File: config.mk
export PLATFORM = sky130hd
export DESIGN_NAME = prsc_ctrl
export DESIGN_NICKNAME = d
export VERILOG_FILES = /design/src/hdl/prsc_pkg.sv /design/src/hdl/prsc_ctrl.sv
export SDC_FILE = /design/constraint.sdc
export NUM_CORES = 1
export LEC_CHECK = 0
export BUFFER_PORTS_ARGS = -buffer_cell sky130_fd_sc_hd__buf_2
export CORE_AREA = 5 5 42 44
export CTS_CLUSTER_DIAMETER = 80
export DETAILED_ROUTE_END_ITERATION = 16
export DIE_AREA = 0 0 47 49
export PLACE_DENSITY = 0.77
export SETUP_SLACK_MARGIN = 0.3
export SLEW_MARGIN = 0
export SYNTH_ARGS = -nofsm -noshare
export SYNTH_HDL_FRONTEND = slang
export SYNTH_SLANG_ARGS = --single-unit
File: constraint.sdc
create_clock -name clk_i -period 4.1 [get_ports clk_i]
set_clock_uncertainty 0.15 [all_clocks]
set_input_delay 0.205 -clock clk_i [delete_from_list [all_inputs] [get_ports clk_i]]
set_output_delay 0.205 -clock clk_i [all_outputs]
set_load 0.03 [all_outputs]
File: src/hdl/prsc_pkg.sv
// Shared types and constants of the roll-to-steer PID controller.
// No dependencies; every other file but prsc_div refers to it by scoped names.
package prsc_pkg;

  localparam int unsigned CfgIdxW = 3;

  localparam logic [CfgIdxW-1:0] RegGainP    = 3'd0;
  localparam logic [CfgIdxW-1:0] RegGainI    = 3'd1;
  localparam logic [CfgIdxW-1:0] RegGainD    = 3'd2;
  localparam logic [CfgIdxW-1:0] RegSetpoint = 3'd3;
  localparam logic [CfgIdxW-1:0] RegDriveMax = 3'd4;
  localparam logic [CfgIdxW-1:0] RegDriveMin = 3'd5;
  localparam logic [CfgIdxW-1:0] RegSteerMax = 3'd6;
  localparam logic [CfgIdxW-1:0] RegSteerMin = 3'd7;

  localparam logic signed [31:0] WindupLimit   = 32'sd655360;
  localparam logic        [31:0] MinIntervalMs = 32'd10;

  // Divide by 1000 as a multiply by ceil(2^38 / 1000) and a shift by 38,
  // exact for any dividend below 2^32
  localparam logic signed [32:0] RecipMs    = 33'sd274877907;
  localparam int unsigned        RecipShift = 38;

  typedef struct packed {
    logic        [30:0] gain_p;
    logic        [30:0] gain_i;
    logic        [30:0] gain_d;
    logic signed [31:0] roll_setpoint;
    logic signed [31:0] drive_max;
    logic signed [31:0] drive_min;
    logic signed [31:0] steer_max;
    logic signed [31:0] steer_min;
  } cfg_t;

  typedef enum logic [4:0] {
    OP_NONE, OP_LOAD, OP_ERR, OP_MUL_P, OP_ACC_P, OP_MUL_T, OP_DIV_T, OP_INT,
    OP_MUL_I, OP_ACC_I, OP_MUL_D, OP_SCL_D, OP_DIV_D, OP_ACC_D, OP_CLAMP,
    OP_MUL_S, OP_DIV_S, OP_STEER, OP_HOLD
  } op_e;

  typedef struct packed {
    op_e op;
  } cmd_t;

  typedef struct packed {
    logic early;
    logic prev_valid;
    logic div_done;
    logic out_busy;
  } status_t;

endpackage

File: src/hdl/prsc_ctrl.sv
// PID step sequencer: issues datapath commands, waits on divider and output.
// Depends on prsc_pkg.
module prsc_ctrl (
  input  logic               clk_i,
  input  logic               rst_ni,
  input  logic               in_valid_i,
  output logic               in_ready_o,
  input  prsc_pkg::status_t  status_i,
  output prsc_pkg::cmd_t     cmd_o
);

  localparam logic [4:0] StIdle  = 5'd0,  StChk   = 5'd1,  StErr   = 5'd2,
                         StMulP  = 5'd3,  StAccP  = 5'd4,  StMulT  = 5'd5,
                         StDivT  = 5'd6,  StInt   = 5'd8,
                         StMulI  = 5'd9,  StAccI  = 5'd10, StMulD  = 5'd11,
                         StSclD  = 5'd12, StDivD  = 5'd13, StWaitD = 5'd14,
                         StAccD  = 5'd15, StClamp = 5'd16, StMulS  = 5'd17,
                         StDivS  = 5'd18, StWaitS = 5'd19, StSteer = 5'd20,
                         StHold  = 5'd21;

  logic [4:0] state_q, state_d;

  always_comb begin
    state_d    = state_q;
    cmd_o.op   = prsc_pkg::OP_NONE;
    in_ready_o = 1'b0;
    unique case (state_q)
      StIdle: begin
        in_ready_o = 1'b1;
        if (in_valid_i) begin
          cmd_o.op = prsc_pkg::OP_LOAD;
          state_d  = StChk;
        end
      end
      StChk:   state_d = status_i.early ? StHold : StErr;
      StErr:   begin cmd_o.op = prsc_pkg::OP_ERR;   state_d = StMulP; end
      StMulP:  begin cmd_o.op = prsc_pkg::OP_MUL_P; state_d = StAccP; end
      StAccP:  begin cmd_o.op = prsc_pkg::OP_ACC_P; state_d = StMulT; end
      StMulT:  begin cmd_o.op = prsc_pkg::OP_MUL_T; state_d = StDivT; end
      StDivT:  begin cmd_o.op = prsc_pkg::OP_DIV_T; state_d = StInt; end
      StInt:   begin cmd_o.op = prsc_pkg::OP_INT;   state_d = StMulI; end
      StMulI:  begin cmd_o.op = prsc_pkg::OP_MUL_I; state_d = StAccI; end
      StAccI: begin
        cmd_o.op = prsc_pkg::OP_ACC_I;
        state_d  = status_i.prev_valid ? StMulD : StClamp;
      end
      StMulD:  begin cmd_o.op = prsc_pkg::OP_MUL_D; state_d = StSclD; end
      StSclD:  begin cmd_o.op = prsc_pkg::OP_SCL_D; state_d = StDivD; end
      StDivD:  begin cmd_o.op = prsc_pkg::OP_DIV_D; state_d = StWaitD; end
      StWaitD: if (status_i.div_done) state_d = StAccD;
      StAccD:  begin cmd_o.op = prsc_pkg::OP_ACC_D; state_d = StClamp; end
      StClamp: begin cmd_o.op = prsc_pkg::OP_CLAMP; state_d = StMulS; end
      StMulS:  begin cmd_o.op = prsc_pkg::OP_MUL_S; state_d = StDivS; end
      StDivS:  begin cmd_o.op = prsc_pkg::OP_DIV_S; state_d = StWaitS; end
      StWaitS: if (status_i.div_done) state_d = StSteer;
      StSteer: if (!status_i.out_busy) begin
        cmd_o.op = prsc_pkg::OP_STEER;
        state_d  = StIdle;
      end
      StHold: if (!status_i.out_busy) begin
        cmd_o.op = prsc_pkg::OP_HOLD;
        state_d  = StIdle;
      end
      default: state_d = StIdle;
    endcase
  end

  always_ff @(posedge clk_i or negedge rst_ni) begin
    if (!rst_ni) state_q <= StIdle;
    else         state_q <= state_d;
  end

endmodule
==> summary.txt <==
Final layout
  • Synthesis-to-finish area growth: 10.35%
  • Ratio of cells with drive above 1 in the final layout: 0.1700
  • Number of fill cells: between 100 and 150
  • Register with the most flip-flops: state_q
  • Largest registers in the final layout: state_q: 5 flops
  • Most frequent standard cell in the layout excluding fill and tap cells: sky130_fd_sc_hd__buf_2
  • Commonest cells after routing, fill and taps aside: 12 x sky130_fd_sc_hd__buf_2, 10 x sky130_fd_sc_hd__nor2_1, 10 x sky130_fd_sc_hd__a21oi_1
  • Fin area: ~750 sq um
  • Layout Nets: between 100 and 150
  • Number of flip-flops in the largest register: 5
  • Number of inserted diodes: 0

Critical path
  • Setup crit end kind: output pin
  • Data required, critical path: ~3.7 ns
  • Worst setup path class: flop to output pin
  • CP Launch Type: flop
  • Data arrival at the endpoint of the critical path: 2.03 ns
  • Maximum fanout along the worst path: 28
  • Internal reg-to-reg setup slack: roughly 1.9 ns

STA
  • Setup total negative slack: 0 ns
  • Portion of the clock cycle consumed by the worst path in the final layout: 0.5823
  • Number of endpoints with negative hold slack in the final report: 0
  • Maximum clock rate: 0.4189 GHz
  • Setup repair after global routing missed its margin: no
  • Slew headroom: 0.4897
  • Final Max Tran Viols: 0
  • Post-route minimum period: between 2 and 2.5 ns
  • Measured slew at the worst slew-check pin: roughly 0.77 ns
  • Setup-failing EPs final: 0

Synth
  • Async set-or-reset flop fraction in the synthesized netlist: 1.000
  • Number of enable-type register cells in the synthesized netlist: 0
  • Sequential cell area fraction in the yosys report: 0.1848
  • Number of synthesized register bits: 5
  • Synth warnings: 0
  • Post-synth top area cell: sky130_fd_sc_hd__dfrtp_1
  • Synth top area cells: sky130_fd_sc_hd__dfrtp_1 18%, sky130_fd_sc_hd__nor2b_1 8.3%, sky130_fd_sc_hd__a21oi_1 7.4%
  • Avg Inst Size Synth: about 7.3 sq um
  • Post-Synthesis Cell Area: about 680 sq um
  • Synth cell types: 36
  • Cell count after synthesis: 93
  • Net Count, Synth: 100
  • Area share of the leading cell type in the synthesized netlist: 0.1848
  • Flip-flop cell with the highest count after synthesis: sky130_fd_sc_hd__dfrtp_1

GRT
  • Global router's overall resource usage: 0.1553
  • Largest net degree at the start of global routing: 29
  • Total global routing overflow: 0
  • Antenna violations before repair: 0
  • Via count of the first global-routing pass: around 630
  • Wire length of the first global-routing pass: about 2800 um

Clock tree
  • Clock slew at reported path FFs: approximately 0.04 ns
  • Master cell of the clock root buffer: sky130_fd_sc_hd__clkbuf_4
  • CTS H-Tree Depth: 1
  • Sinks on Clock Net: 5
  • Worst-case clock buffer depth: 2
  • CTS Buf Count: 3
  • Worst-skew pair later-pin latency: between 0.2 and 0.25 ns
  • TritonCTS clock tree: done

Floorplanning
  • Area of the placeable core: between 1000 and 1500 sq um
  • Starting density of the core: 0.4830
  • Horiz. Die Dim: 47 um
  • Die height: 49 um
  • Top-level I/O count: 13
  • Row count: 14
  • Die outline area: ~2300 sq um

Power
  • Power density cells: between 800 and 900 nW/um^2
  • Worst voltage drop across the vdd grid: 408.7 uV
  • Leakage power: between 0.0003 and 0.0004 uW

Flow run
  • Max-cap viol count: 0

Placed design
  • IO Port Bufs: 12
  • Cell area after placement: 710.7 sq um
  • DP HPWL: about 1100 um
  • Routability congestion estimate from global placement: around 0.8

Route
  • Detail Route Antenna Nets: 0
  • Iter 0 DRT Violations: 12
  • Total routed wirelength: roughly 1600 um
  • Via count normalized by instance count: between 6 and 7
  • Via count: about 710
  • Post-route DRC violation count: 0
  • First-pass iteration count of the detailed router: 4
  • Average wire per standard cell: between 10 and 15 um

Worst hold path
  • Hold WC Path Type: input port to async pin

Run status
  • Status: finished clean
## worst max-delay path, stage by stage, from the launching register on
cell	delay, ns
sky130_fd_sc_hd__dfrtp_1	0.83
sky130_fd_sc_hd__nor4bb_1	0.48
sky130_fd_sc_hd__a21oi_1	0.09
sky130_fd_sc_hd__o22ai_1	0.16
sky130_fd_sc_hd__buf_2	0.23
## timing repair
action,CTS,global route
setup buffers,0,0
hold buffers,1,0
endpoints found under the hold margin,5,0
resized for setup,0,0
## per-stage QoR
step	worst slack (ns)	std cells	utilization	hold slack (ns)	total power [uW]
finish	1.713	116	0.5330	0.1584	633.7
global route	1.516	116	0.5330	0.1791	694.5
CTS	1.704	116	0.5330	0.1554	638.3
detailed placement	1.882	111	0.5071	-0.1284	577.0
global placement	1.940	111	0.5071	-0.1305	567.3
floorplan	1.983	93	-	-0.2406	504.9
## cells by family (layout without fill, tap and decap cells)
group,count (synthesis),count (layout),share of synthesized area
compound gates,35,35,0.3660
xor+xnor,1,1,0.01294
simple gates,36,36,0.3013
buf+inv,13,20,0.08502
flops,5,5,0.1848
mux,3,3,0.04990
## power breakdown
group          switching, uW  internal, uW
Combinational            214           183
Sequential               112          69.2
Clock                   18.9          36.7
Total                    345           289
## final timing paths
| check | cells after the start | from | end |
|---|---|---|---|
| min reg2reg | 1 | state_q[4] | state_q[3] |
| max in group asynchronous | 2 | rst_ni | state_q[1] |
| min in group clk_i | 4 | status_i[2] | state_q[1] |
| max reg2reg | 4 | state_q[2] | state_q[4] |
| max | 4 | state_q[2] | cmd_o[0] |
| min | 2 | rst_ni | state_q[0] |
## area by class of cell
cell class,count,area [sq um],share of cell area
inverter,3,11.26,0.01508
tap,16,20.02,0.02680
clock buffer,4,26.28,0.03518
timing repair buffer,13,70.07,0.09380
multi-input combinational,75,494.2,0.6616
sequential,5,125.1,0.1675
## synth_stat cells, types with 2 or more instances
| master | instances |
|---|---|
| sky130_fd_sc_hd__nor4bb_1 | 3 |
| sky130_fd_sc_hd__mux2_1 | 3 |
| sky130_fd_sc_hd__nand2_1 | 4 |
| sky130_fd_sc_hd__nand2b_1 | 4 |
| sky130_fd_sc_hd__dfrtp_1 | 5 |
| sky130_fd_sc_hd__nor3_1 | 2 |
| sky130_fd_sc_hd__o22ai_1 | 2 |
| sky130_fd_sc_hd__nor2b_1 | 9 |
| sky130_fd_sc_hd__clkbuf_1 | 2 |
| sky130_fd_sc_hd__o31ai_1 | 2 |
| sky130_fd_sc_hd__o21ai_0 | 6 |
| sky130_fd_sc_hd__nor2_1 | 10 |
| sky130_fd_sc_hd__inv_1 | 3 |
| sky130_fd_sc_hd__a21oi_1 | 10 |
| sky130_fd_sc_hd__buf_2 | 7 |
## per-layer routing
layer / wire, um / vias to the layer above / global-route usage
met3: 83 / 2 / 0.03690
met5: 0 / - / 0
li1: - / 351 / -
met1: 742 / 333 / 0.2257
met2: 752 / 22 / 0.2195
met4: 12 / 0 / 0.05069
Power figures use the tool's default switching activity.
