`config.mk`:
```
export PLATFORM = sky130hd
export DESIGN_NAME = prsc_regs
export DESIGN_NICKNAME = d
export VERILOG_FILES = /design/src/hdl/prsc_pkg.sv /design/src/hdl/prsc_regs.sv
export SDC_FILE = /design/constraint.sdc
export NUM_CORES = 1
export LEC_CHECK = 0
export BUFFER_PORTS_ARGS = -buffer_cell sky130_fd_sc_hd__buf_2
export CAP_MARGIN = 25
export CELL_PAD_IN_SITES_DETAIL_PLACEMENT = 1
export CELL_PAD_IN_SITES_GLOBAL_PLACEMENT = 1
export CORE_MARGIN = 5
export CORE_UTILIZATION = 38
export CTS_BUF_LIST = sky130_fd_sc_hd__clkbuf_4 sky130_fd_sc_hd__clkbuf_8 sky130_fd_sc_hd__clkbuf_16
export CTS_CLUSTER_DIAMETER = 120
export DETAILED_ROUTE_END_ITERATION = 16
export PLACE_DENSITY_LB_ADDON = 0.1
export SYNTH_ARGS = -nofsm -noshare
export SYNTH_HDL_FRONTEND = slang
export SYNTH_SLANG_ARGS = --single-unit
```
`constraint.sdc`:
```
create_clock -name clk_i -period 0.8 [get_ports clk_i]
set_clock_uncertainty 0.05 [all_clocks]
set_input_delay 0.16 -clock clk_i [delete_from_list [all_inputs] [get_ports clk_i]]
set_output_delay 0.16 -clock clk_i [all_outputs]
set_load 0.03 [all_outputs]
```
`src/hdl/prsc_pkg.sv`:
```
// Shared types and constants of the roll-to-steer PID controller.
// No dependencies; every other file but prsc_div refers to it by scoped names.
package prsc_pkg;

  localparam int unsigned CfgIdxW = 3;

  localparam logic [CfgIdxW-1:0] RegGainP    = 3'd0;
  localparam logic [CfgIdxW-1:0] RegGainI    = 3'd1;
  localparam logic [CfgIdxW-1:0] RegGainD    = 3'd2;
  localparam logic [CfgIdxW-1:0] RegSetpoint = 3'd3;
  localparam logic [CfgIdxW-1:0] RegDriveMax = 3'd4;
  localparam logic [CfgIdxW-1:0] RegDriveMin = 3'd5;
  localparam logic [CfgIdxW-1:0] RegSteerMax = 3'd6;
  localparam logic [CfgIdxW-1:0] RegSteerMin = 3'd7;

  localparam logic signed [31:0] WindupLimit   = 32'sd655360;
  localparam logic        [31:0] MinIntervalMs = 32'd10;

  // Divide by 1000 as a multiply by ceil(2^38 / 1000) and a shift by 38,
  // exact for any dividend below 2^32
  localparam logic signed [32:0] RecipMs    = 33'sd274877907;
  localparam int unsigned        RecipShift = 38;

  typedef struct packed {
    logic        [30:0] gain_p;
    logic        [30:0] gain_i;
    logic        [30:0] gain_d;
    logic signed [31:0] roll_setpoint;
    logic signed [31:0] drive_max;
    logic signed [31:0] drive_min;
    logic signed [31:0] steer_max;
    logic signed [31:0] steer_min;
  } cfg_t;

  typedef enum logic [4:0] {
    OP_NONE, OP_LOAD, OP_ERR, OP_MUL_P, OP_ACC_P, OP_MUL_T, OP_DIV_T, OP_INT,
    OP_MUL_I, OP_ACC_I, OP_MUL_D, OP_SCL_D, OP_DIV_D, OP_ACC_D, OP_CLAMP,
    OP_MUL_S, OP_DIV_S, OP_STEER, OP_HOLD
  } op_e;

  typedef struct packed {
    op_e op;
  } cmd_t;

  typedef struct packed {
    logic early;
    logic prev_valid;
    logic div_done;
    logic out_busy;
  } status_t;

endpackage

```
`src/hdl/prsc_regs.sv`:
```
// Configuration register bank of the roll-to-steer controller.
// Depends on prsc_pkg.
module prsc_regs (
  input  logic                          clk_i,
  input  logic                          rst_ni,
  input  logic                          wr_en_i,
  input  logic [prsc_pkg::CfgIdxW-1:0]  wr_idx_i,
  input  logic [31:0]                   wr_data_i,
  output prsc_pkg::cfg_t                cfg_o
);

  prsc_pkg::cfg_t cfg_q;

  always_ff @(posedge clk_i or negedge rst_ni) begin
    if (!rst_ni) begin
      cfg_q.gain_p        <= 31'd65536;
      cfg_q.gain_i        <= 31'd0;
      cfg_q.gain_d        <= 31'd0;
      cfg_q.roll_setpoint <= 32'sd0;
      cfg_q.drive_max     <= 32'sd65536;
      cfg_q.drive_min     <= -32'sd65536;
      cfg_q.steer_max     <= 32'sd65536;
      cfg_q.steer_min     <= -32'sd65536;
    end else if (wr_en_i) begin
      unique case (wr_idx_i)
        prsc_pkg::RegGainP:    cfg_q.gain_p        <= wr_data_i[30:0];
        prsc_pkg::RegGainI:    cfg_q.gain_i        <= wr_data_i[30:0];
        prsc_pkg::RegGainD:    cfg_q.gain_d        <= wr_data_i[30:0];
        prsc_pkg::RegSetpoint: cfg_q.roll_setpoint <= wr_data_i;
        prsc_pkg::RegDriveMax: cfg_q.drive_max     <= wr_data_i;
        prsc_pkg::RegDriveMin: cfg_q.drive_min     <= wr_data_i;
        prsc_pkg::RegSteerMax: cfg_q.steer_max     <= wr_data_i;
        prsc_pkg::RegSteerMin: cfg_q.steer_min     <= wr_data_i;
        default:               cfg_q <= cfg_q;
      endcase
    end
  end

  assign cfg_o = cfg_q;

endmodule

```
==> results of run 1 <==
## synthesized netlist by cell type, drive strengths merged
master	instances	share of area [%]
and4bb	2	0.26
mux2	253	31
nand4b	3	0.40
nor4b	1	0.25
dfrtp	218	56
dfstp	35	9.5
nor4bb	1	0.10
nand4	1	0.065
buf	29	2.4
## worst register-to-register path: stages (launching register included)
cell	delay, ns
dfrtp_1	0.44
buf_6	0.14
buf_6	0.11
mux2_4	0.27
## through the flow
| step | setup WS, ns | area (sq um) | std cells | hold slack, ns |
|---|---|---|---|---|
| 2_1_floorplan | -0.544 | 10200 | 543 | -0.186 |
| 3_3_place_gp | -0.709 | 12100 | 1172 | -0.0344 |
| 3_5_place_dp | -0.812 | 12100 | 1172 | -0.0300 |
| 4_1_cts | -0.652 | 16200 | 1352 | 0.0225 |
| 5_1_grt | -0.674 | 17400 | 1421 | 0.0317 |
| 6_report | -0.651 | 17400 | 1421 | 0.0312 |
## metal layers
layer	global-route usage, %	share of wire, %
met5	0	0
met2	41.3	52
met3	7.17	6.5
met1	29.4	40
met4	4.45	1.3
## final timing paths
check	from	to	depth (start not counted)
min in group clk_i	wr_idx_i[1]	cfg_o[110]	5
setup reg to reg	cfg_o[104]	cfg_o[104]	3
setup / recovery	cfg_o[31]	cfg_o[31]	1
max in group asynchronous	rst_ni	cfg_o[194]	3
hold / removal	rst_ni	cfg_o[209]	2
hold reg to reg	cfg_o[56]	cfg_o[56]	1
## layout make-up
class                   count  share of cell area (%)
clock inverters             3                  0.0861
flip-flops and latches    253                    36.6
repair buffers            525                    33.8
clock buffers              49                    5.35
well taps                 330                    2.37
multi-input cells         261                    21.8
## kinds of logic (layout without fill, tap and decap cells)
logic type    Yosys count  after routing
buf+inv                29            577
mux                   253            253
simple gates            8              8
flops                 253            253
## power breakdown
| group | internal, mW | total, mW | switching, mW |
|---|---|---|---|
| clock network | 7.85 | 13.1 | 5.25 |
| registers | 15.9 | 18.7 | 2.80 |
| logic | 11.7 | 21.9 | 10.1 |
| total | 35.5 | 53.7 | 18.2 |
## timing repair
item,4_1_cts,5_1_grt
gates cloned,8,4
buffers inserted,87,92
endpoints found under the setup margin,480,497
hold buffers,33,0
gates resized for setup,587,197
pin swaps,3,5
hold endpoints to repair,506,0
==> out/metrics.csv, run 1 <==
metric,value,unit
status,"complete, but fails checks",
failed_checks,setup timing,
hold_violations,0,
drtIter0Drc,374,
die_height,170,microns
critPathSlowestCell,dfstp_2,
grt_max_degree,42,
drc_errors,0,
grt_pass1_wl,51700,microns
ctsHtreeMaxLevel,1,
finalCriticalPeriod,1.45,ns
synth_area,9670,sq um
power_density,3080,nW/um^2
yosysWarnings,0,
clockRootBuffer,clkbuf_16,
cts_tree,yes,
max_freq,689,MHz
antenna_found_initial,0,
crit_required,0.59,ns
worstPathMaxFanout,2,
num-fill-cells,2111,
hold_class,in -> async,
cpLargestDelayFamily,flip-flops,
cts_sinks,253,
synth_cell_types,15,
dp_hpwl,20500,microns
grt_setup_unrepaired,yes,
firstDrtPassIters,4,
synth_simple_gate_area_share,1.07,%
tightest_slew,0.313,ns
clock_latency,0.53,ns
area_growth,80.3,%
rrSetupSlack,-0.32,ns
ant_nets,0,
setup_slack,-0.651,ns
critPathKind,reg -> out,
wl,39300,microns
avgViaCountPerCell,4.89,
drv.max_cap_violation_count,0,
dieArea,28700,sq um
synthMuxAreaShare,30.6,%
layout-drive-gt1-share,76.8,%
clkTransAtPathRegs,0.07,ns
clockBufferDepth,3,
core,25100,sq um
grt_usage,23.6,%
multiInputGateArea,3800,sq um
overflow,0,
avgSynthCellArea,17.8,sq um
setup_viol,489,
critPathArrivalTime,1.24,ns
fin_nets,1107,
synth_fp_nets,581,
port_buffers,290,
synthAdderAreaFrac,0,%
ios,291,
numCtsBuffers,28,
row_count,58,
vias,6953,
initial_utilization,38.5,%
leakagePower,8.58,nW
drt-wirelength-per-cell,27.6,microns
utilization,69.4,%
max-vdd-ir-drop,1.94,mV
start_kind,flop,
largest_register_ffs,253,
final_cell_mix,"buf_6 (378), dfrtp_1 (218), mux2_4 (217), buf_4 (41), mux2_2 (36)",
synth_top_family_by_area,multiplexers,
finalPower,53.7,mW
fin_crit_sh,181,%
seqCellArea,6370,sq um
crit_path_end_kind,primary output,
synth-seq-cells,253,
slowest_delay,0.56,ns
synth-compound-area-share,0,%
ys_seq_area_share,65.9,%
report.final.slew_viol_count,0,
gp_congestion,0.782,
fp.dieW,170,microns
antenna_cells,0,
syn_inst,543,
setup_tns,-159.22,ns
layout_commonest_cell,buf_6,
cp.buffers_inverters,1,
grt_pass1_vias,7856,
path_cells,buf_6,
synth-xor-area-share,0,%
max-slew-margin-rel,79.1,%
Power figures use the tool's default switching activity.
==> run 2: changes to the inputs <==
--- a/config.mk
+++ b/config.mk
@@ -5,12 +5,13 @@
 export SDC_FILE = /design/constraint.sdc
 export NUM_CORES = 1
 export LEC_CHECK = 0
+export ABC_AREA = 1
 export BUFFER_PORTS_ARGS = -buffer_cell sky130_fd_sc_hd__buf_2
 export CAP_MARGIN = 25
 export CELL_PAD_IN_SITES_DETAIL_PLACEMENT = 1
 export CELL_PAD_IN_SITES_GLOBAL_PLACEMENT = 1
 export CORE_MARGIN = 5
-export CORE_UTILIZATION = 38
+export CORE_UTILIZATION = 34
 export CTS_BUF_LIST = sky130_fd_sc_hd__clkbuf_4 sky130_fd_sc_hd__clkbuf_8 sky130_fd_sc_hd__clkbuf_16
 export CTS_CLUSTER_DIAMETER = 120
 export DETAILED_ROUTE_END_ITERATION = 16
==> constraint.sdc (replaced) <==
create_clock -name clk_i -period 1.2 [get_ports clk_i]
set_clock_uncertainty 0.05 [all_clocks]
set_input_delay 0.24 -clock clk_i [delete_from_list [all_inputs] [get_ports clk_i]]
set_output_delay 0.24 -clock clk_i [all_outputs]
set_load 0.03 [all_outputs]
==> run 2 against run 1 <==
  * Final cell count is 39% higher
  * Count of clock-buffer cells in the layout is 5 lower
  * Power decreased by 41%
  * Die area is 14% higher
  * Non-clock buffer count down 21
  * Core utilization down 14 points
  * The run still ends with setup timing left
  * Design area shrank 8.4%
  * Sequential share of layout area is 3.4 points higher
==> out/metrics.csv, run 2 <==
metric,value,unit,change
die_height,181,microns,+6.7%
hold_class,in -> reg,,
crit_required,0.91,ns,+0.32 ns
antenna_found_initial,3,,+3
setup_tns,-45.94,ns,+113.28 ns
grt_max_degree,46,,+9.5%
status,"complete, but fails checks",,
num-fill-cells,3213,,+52%
max-slew-margin-rel,75.4,%,-3.8 points
yosysWarnings,0,,unchanged
port_buffers,290,,unchanged
hold_violations,0,,unchanged
power_density,1970,nW/um^2,-36%
row_count,62,,+6.9%
syn_inst,1132,,+110%
drc_errors,0,,unchanged
clock_latency,0.53,ns,about the same
synth_commonest_cells,"nand2_1 (647), dfrtp_1 (218), nand3_1 (125)",,
max_freq,660,MHz,
fin_nets,1612,,+46%
setup_slack,-0.316,ns,+0.335 ns
dieArea,32700,sq um,+14%
ys.flop_type,dfrtp_1,,
slowest_delay,0.56,ns,about the same
hold_depth,3,,
grt_pass1_vias,10100,,+29%
synth_cell_types,11,,-4
finalCriticalPeriod,1.52,ns,
setup_viol,253,,-48%
ctsHtreeMaxLevel,1,,unchanged
layout-drive-gt1-share,36.0,%,-41 points
clockRootBuffer,clkbuf_16,,
synth_most_common_cell,nand2_1,,
whs,0.0179,ns,-0.0133 ns
firstDrtPassIters,4,,unchanged
synth-seq-cells,253,,unchanged
synth_top_area_share,55.0,%,-1.5 points
grt_usage,24.0,%,+0.38 points
fp.dieW,181,microns,+6.7%
cts_sinks,253,,unchanged
largest_register_ffs,253,,unchanged
failed_checks,setup timing,,
core,28800,sq um,+15%
drtIter0Drc,594,,+59%
layout_commonest_cell,nand2_1,,
clkTransAtPathRegs,0.06,ns,about the same
initial_utilization,34.5,%,-4.0 points
critPathSlowestCell,dfstp_2,,
grt_pass1_wl,61900,microns,+20%
dpl_worst_slack,-0.170,ns,+0.642 ns
leakagePower,8.61,nW,+0.38%
antenna_cells,0,,unchanged
drv.max_cap_violation_count,0,,unchanged
finalPower,31.5,mW,-41%
reg2reg_depth,4,,+1
crit_path_end_kind,primary output,,
final_cell_mix,"nand2_1 (647), buf_6 (253), dfrtp_1 (217), buf_4 (164), nand3_1 (125)",,
area_growth,60.9,%,
dp_hpwl,25500,microns,+24%
critPathKind,reg -> out,,
synth_largest_area_cell,dfrtp_1,,
critPathArrivalTime,1.23,ns,about the same
report.final.slew_viol_count,0,,unchanged
synth_area,9930,sq um,+2.6%
numCtsBuffers,29,,+3.6%
avgSynthCellArea,8.77,sq um,-51%
wl,40600,microns,+3.5%
tightest_slew,0.369,ns,+0.0566 ns
synth-edff-count,0,,unchanged
clockBufferDepth,3,,unchanged
cpLargestDelayFamily,flip-flops,,
start_kind,flop,,
ios,291,,unchanged
avgViaCountPerCell,4.73,,-3.3%
max-vdd-ir-drop,1.00,mV,-48%
gp_congestion,0.769,,-1.7%
path_cells,buf_6,,
ant_nets,0,,unchanged
design_area,16000,sq um,-8.4%
overflow,0,,unchanged
startpoint,cfg_o[31],,
hp-start,wr_data_i[14],,
ys_seq_area_share,64.2,%,-1.7 points
crit_cells,1,,unchanged
placed_area,12200,sq um,+0.10%
fin_crit_sh,126,%,
rr_startpoint,cfg_o[225],,
cts_tree,yes,,
grt_setup_unrepaired,yes,,
synth_area_leaders,"dfrtp_1 (55%), nand2_1 (24%), dfstp_2 (9.3%), nand3_1 (6.3%), buf_2 (2.1%)",,
worstPathMaxFanout,2,,unchanged
vias,9371,,+35%
cp.buffers_inverters,1,,unchanged
synth_fp_nets,1170,,+100%
async_reset_ff_share,100,%,unchanged
drt-wirelength-per-cell,20.5,microns,-26%
[run 2: cell count changes in the layout (fill, tap and decap cells not counted), sizes merged, moves of 3 or more]
cell         before  now
nand2             0  647
mux2            253    0
nand3             0  125
buf             488  476
clkbuf           53   44
nor2              0    8
inv               0    6
dlygate4sd3      33   28
clkinv            3    7
nand4b            3    0
[run 2: kinds of logic after synthesis]
| group | count (synthesis) | synth area share (%) |
|---|---|---|
| buf+inv | 99 | 4.64 |
| flops | 253 | 64.2 |
| simple gates | 780 | 31.1 |
[run 2: area by class of cell]
type | instances | area, sq um | share of cell area, %
Tap cell | 384 | 480 | 3.01
Sequential cell | 253 | 6380 | 39.9
Multi-Input combinational cell | 780 | 3140 | 19.7
Clock buffer | 44 | 863 | 5.40
Clock inverter | 9 | 95.1 | 0.595
Timing Repair Buffer | 504 | 5000 | 31.3
Inverter | 6 | 22.5 | 0.141
[run 2: worst paths after layout]
path | end | slack [ns]
setup / recovery | cfg_o[31] | -0.32
hold / removal | cfg_o[46] | 0.02
setup reg to reg | cfg_o[225] | 0.24
hold reg to reg | cfg_o[238] | 0.42
max in group asynchronous | cfg_o[29] | 0.38
min in group asynchronous | cfg_o[139] | 0.14
[run 2: repair_timing]
item                                    4_1_cts  5_1_grt
hold endpoints to repair                    317        0
endpoints found under the setup margin      253      253
cloned                                        0        0
hold buffers                                 28        0
pin swaps                                     0        0
resized for setup                           506        1
buffers inserted                             52       81
[run 2: power breakdown]
| part | switching (mW) | total [mW] | internal [mW] |
|---|---|---|---|
| Sequential | 1.32 | 11.6 | 10.3 |
| Combinational | 6.10 | 11.0 | 4.88 |
| Clock | 3.50 | 8.87 | 5.37 |
[run 2: routing by layer]
layer | share of wire (%) | vias up | track usage (%) | wire, microns
li1 | - | 4362 | - | -
met1 | 42 | 4680 | 31.2 | 16900
met2 | 49 | 259 | 41.2 | 20100
met3 | 6.6 | 64 | 5.79 | 2690
met4 | 2.3 | 6 | 4.96 | 940
met5 | 0.10 | - | 0 | 41
[run 2: through the flow]
step                cells  util, %
floorplan            1132        -
finish               1980     55.5
CTS                  1899     53.4
global placement     1766     42.2
global route         1980     55.5
detailed placement   1766     42.2
==> run 3: changes to the inputs <==
==> constraint.sdc (replaced) <==
create_clock -name clk_i -period 1.35 [get_ports clk_i]
set_clock_uncertainty 0.05 [all_clocks]
set_input_delay 0 -clock clk_i [delete_from_list [all_inputs] [get_ports clk_i]]
set_output_delay 0 -clock clk_i [all_outputs]
set_load 0.03 [all_outputs]
==> run 3 against run 2 <==
  * Non-clock buffer count fell by 132
  * Setup slack better by 0.36 ns
  * First-iteration DRC count down 18%
  * Register-to-register slack gained 0.33 ns
  * Critical path depth is the same
  * Via count decreased by 7.3%
  * Design area fell by 17%
  * Sequential power shrank 14%
  * Hold slack improved by 0.0064 ns
  * Highest routed layer unchanged
  * Critical endpoint is now cfg_o[21]
  * The flow now finishes without violations
  * Combinational power is 38% lower
==> out/metrics.csv, run 3 (synthesized netlist as in run 2, its figures left out) <==
metric,value,unit,change
largest_register_ffs,253,,unchanged
setup_viol,0,,-100%
grt_usage,21.8,%,-2.2 points
clockBufferDepth,3,,unchanged
grt_pass1_vias,9197,,-9.0%
critPathSlowestCell,dfstp_2,,
seqCellArea,6370,sq um,about the same
worstPathMaxFanout,2,,unchanged
placed_cells_incl_taps,1758,,-0.45%
num-fill-cells,3441,,+7.1%
cts_setup_buffers,0,,-100%
firstDrtPassIters,4,,unchanged
slowest_delay,0.53,ns,-0.03 ns
finalCriticalPeriod,1.31,ns,
stdcell_count,1847,,-6.7%
clockRootBuffer,clkbuf_16,,
cts_sinks,253,,unchanged
power_density,1840,nW/um^2,-6.7%
crit_required,1.30,ns,+0.39 ns
clkTransAtPathRegs,0.06,ns,about the same
die_height,181,microns,unchanged
layout-drive-gt1-share,29.5,%,-6.5 points
tightest_slew,0.396,ns,+0.0262 ns
ant_nets,0,,unchanged
fp.dieW,181,microns,unchanged
core,28800,sq um,unchanged
leakagePower,7.51,nW,-13%
hold_violations,0,,unchanged
final_cell_mix,"nand2_1 (647), buf_2 (273), dfrtp_1 (218), nand3_1 (125), dlygate4sd3_1 (37)",,
port_buffers,290,,unchanged
dp_hpwl,24800,microns,-2.9%
fin_nets,1479,,-8.3%
drc_errors,0,,unchanged
fin_crit_sh,96.9,%,
max_freq,764,MHz,
drt-wirelength-per-cell,19.7,microns,-3.9%
hold_class,in -> reg,,
grt_pass1_wl,56500,microns,-8.8%
placed_area,12000,sq um,-1.4%
vias,8689,,-7.3%
critPathArrivalTime,1.26,ns,+0.03 ns
design_area,13300,sq um,-17%
layout_commonest_cell,nand2_1,,
critPathKind,reg -> out,,
dieArea,32700,sq um,unchanged
clock_latency,0.53,ns,about the same
drtIter0Drc,487,,-18%
area_growth,34.3,%,
rrSetupSlack,0.57,ns,+0.33 ns
path_cells,buf_2,,
numCtsBuffers,28,,-3.4%
cts_tree,yes,,
report.final.slew_viol_count,0,,unchanged
status,"finished, final reports clean",,
gp_congestion,0.760,,-1.2%
ctsHtreeMaxLevel,1,,unchanged
multiInputGateArea,3140,sq um,unchanged
drv.max_cap_violation_count,0,,unchanged
row_count,62,,unchanged
crit_path_end_kind,primary output,,
max-slew-margin-rel,73.6,%,-1.7 points
grt_max_degree,64,,+39%
setup_slack,0.0418,ns,+0.358 ns
antenna_found_initial,1,,-2
dpl_worst_slack,0.166,ns,+0.336 ns
ios,291,,unchanged
overflow,0,,unchanged
start_kind,flop,,
avgViaCountPerCell,4.70,,-0.60%
max-vdd-ir-drop,0.800,mV,-20%
antenna_cells,0,,unchanged
wl,36400,microns,-10%
cpLargestDelayFamily,flip-flops,,
cp.buffers_inverters,1,,unchanged
initial_utilization,34.5,%,unchanged
run 3: cell types whose count changed in the layout (fill, tap and decap cells not counted), moves of 2 or more:
cell	before	now
clkbuf_4	11	18
buf_6	253	0
dlygate4sd3_1	28	37
clkbuf_8	4	10
buf_4	164	35
buf_2	36	273
bufinv_16	2	0
buf_12	22	13
run 3: metrics by stage:
stage / setup TNS (ns) / total power [mW] / hold WS, ns / utilization, %
floorplan: 0 / 14.3 / -0.346 / -
global placement: 0 / 16.8 / -0.128 / 41.6
detailed placement: 0 / 16.9 / -0.129 / 41.6
CTS: 0 / 24.8 / 0.00641 / 46.2
global route: -0.00461 / 25.7 / 0.0418 / 46.3
finish: 0 / 24.5 / 0.0244 / 46.3
run 3: final cells by class:
type                    count  area share (%)
flip-flops and latches    253            47.8
multi-input cells         780            23.5
repair buffers            372            17.8
clock buffers              44            6.76
well taps                 384            3.60
clock inverters             8           0.300
inverters                   6           0.169
run 3: layer usage:
layer | global-route usage, % | part of all wire (%) | up-vias
li1 | - | - | 4089
met1 | 29.5 | 44 | 4324
met2 | 35.2 | 47 | 227
met3 | 6.03 | 7.2 | 47
met4 | 5.08 | 2.2 | 2
met5 | 0 | 0.036 | -
run 3: power breakdown:
group	total (mW)	internal (mW)	switching [mW]
registers	9.98	9.15	0.831
clock network	7.68	4.56	3.12
logic	6.86	1.82	5.03
run 3: repair_timing:
item,4_1_cts,5_1_grt
gates resized for setup,2,15
setup endpoints to repair,2,14
hold buffers,37,0
hold endpoints to repair,506,0
run 3: path summary, 6_finish.rpt:
path / start / endpoint / cells after the start
setup / recovery: cfg_o[21] / cfg_o[21] / 1
hold / removal: wr_idx_i[0] / cfg_o[189] / 5
setup reg to reg: cfg_o[87] / cfg_o[87] / 2
hold reg to reg: cfg_o[17] / cfg_o[17] / 2
max in group asynchronous: rst_ni / cfg_o[239] / 4
min in group asynchronous: rst_ni / cfg_o[159] / 3
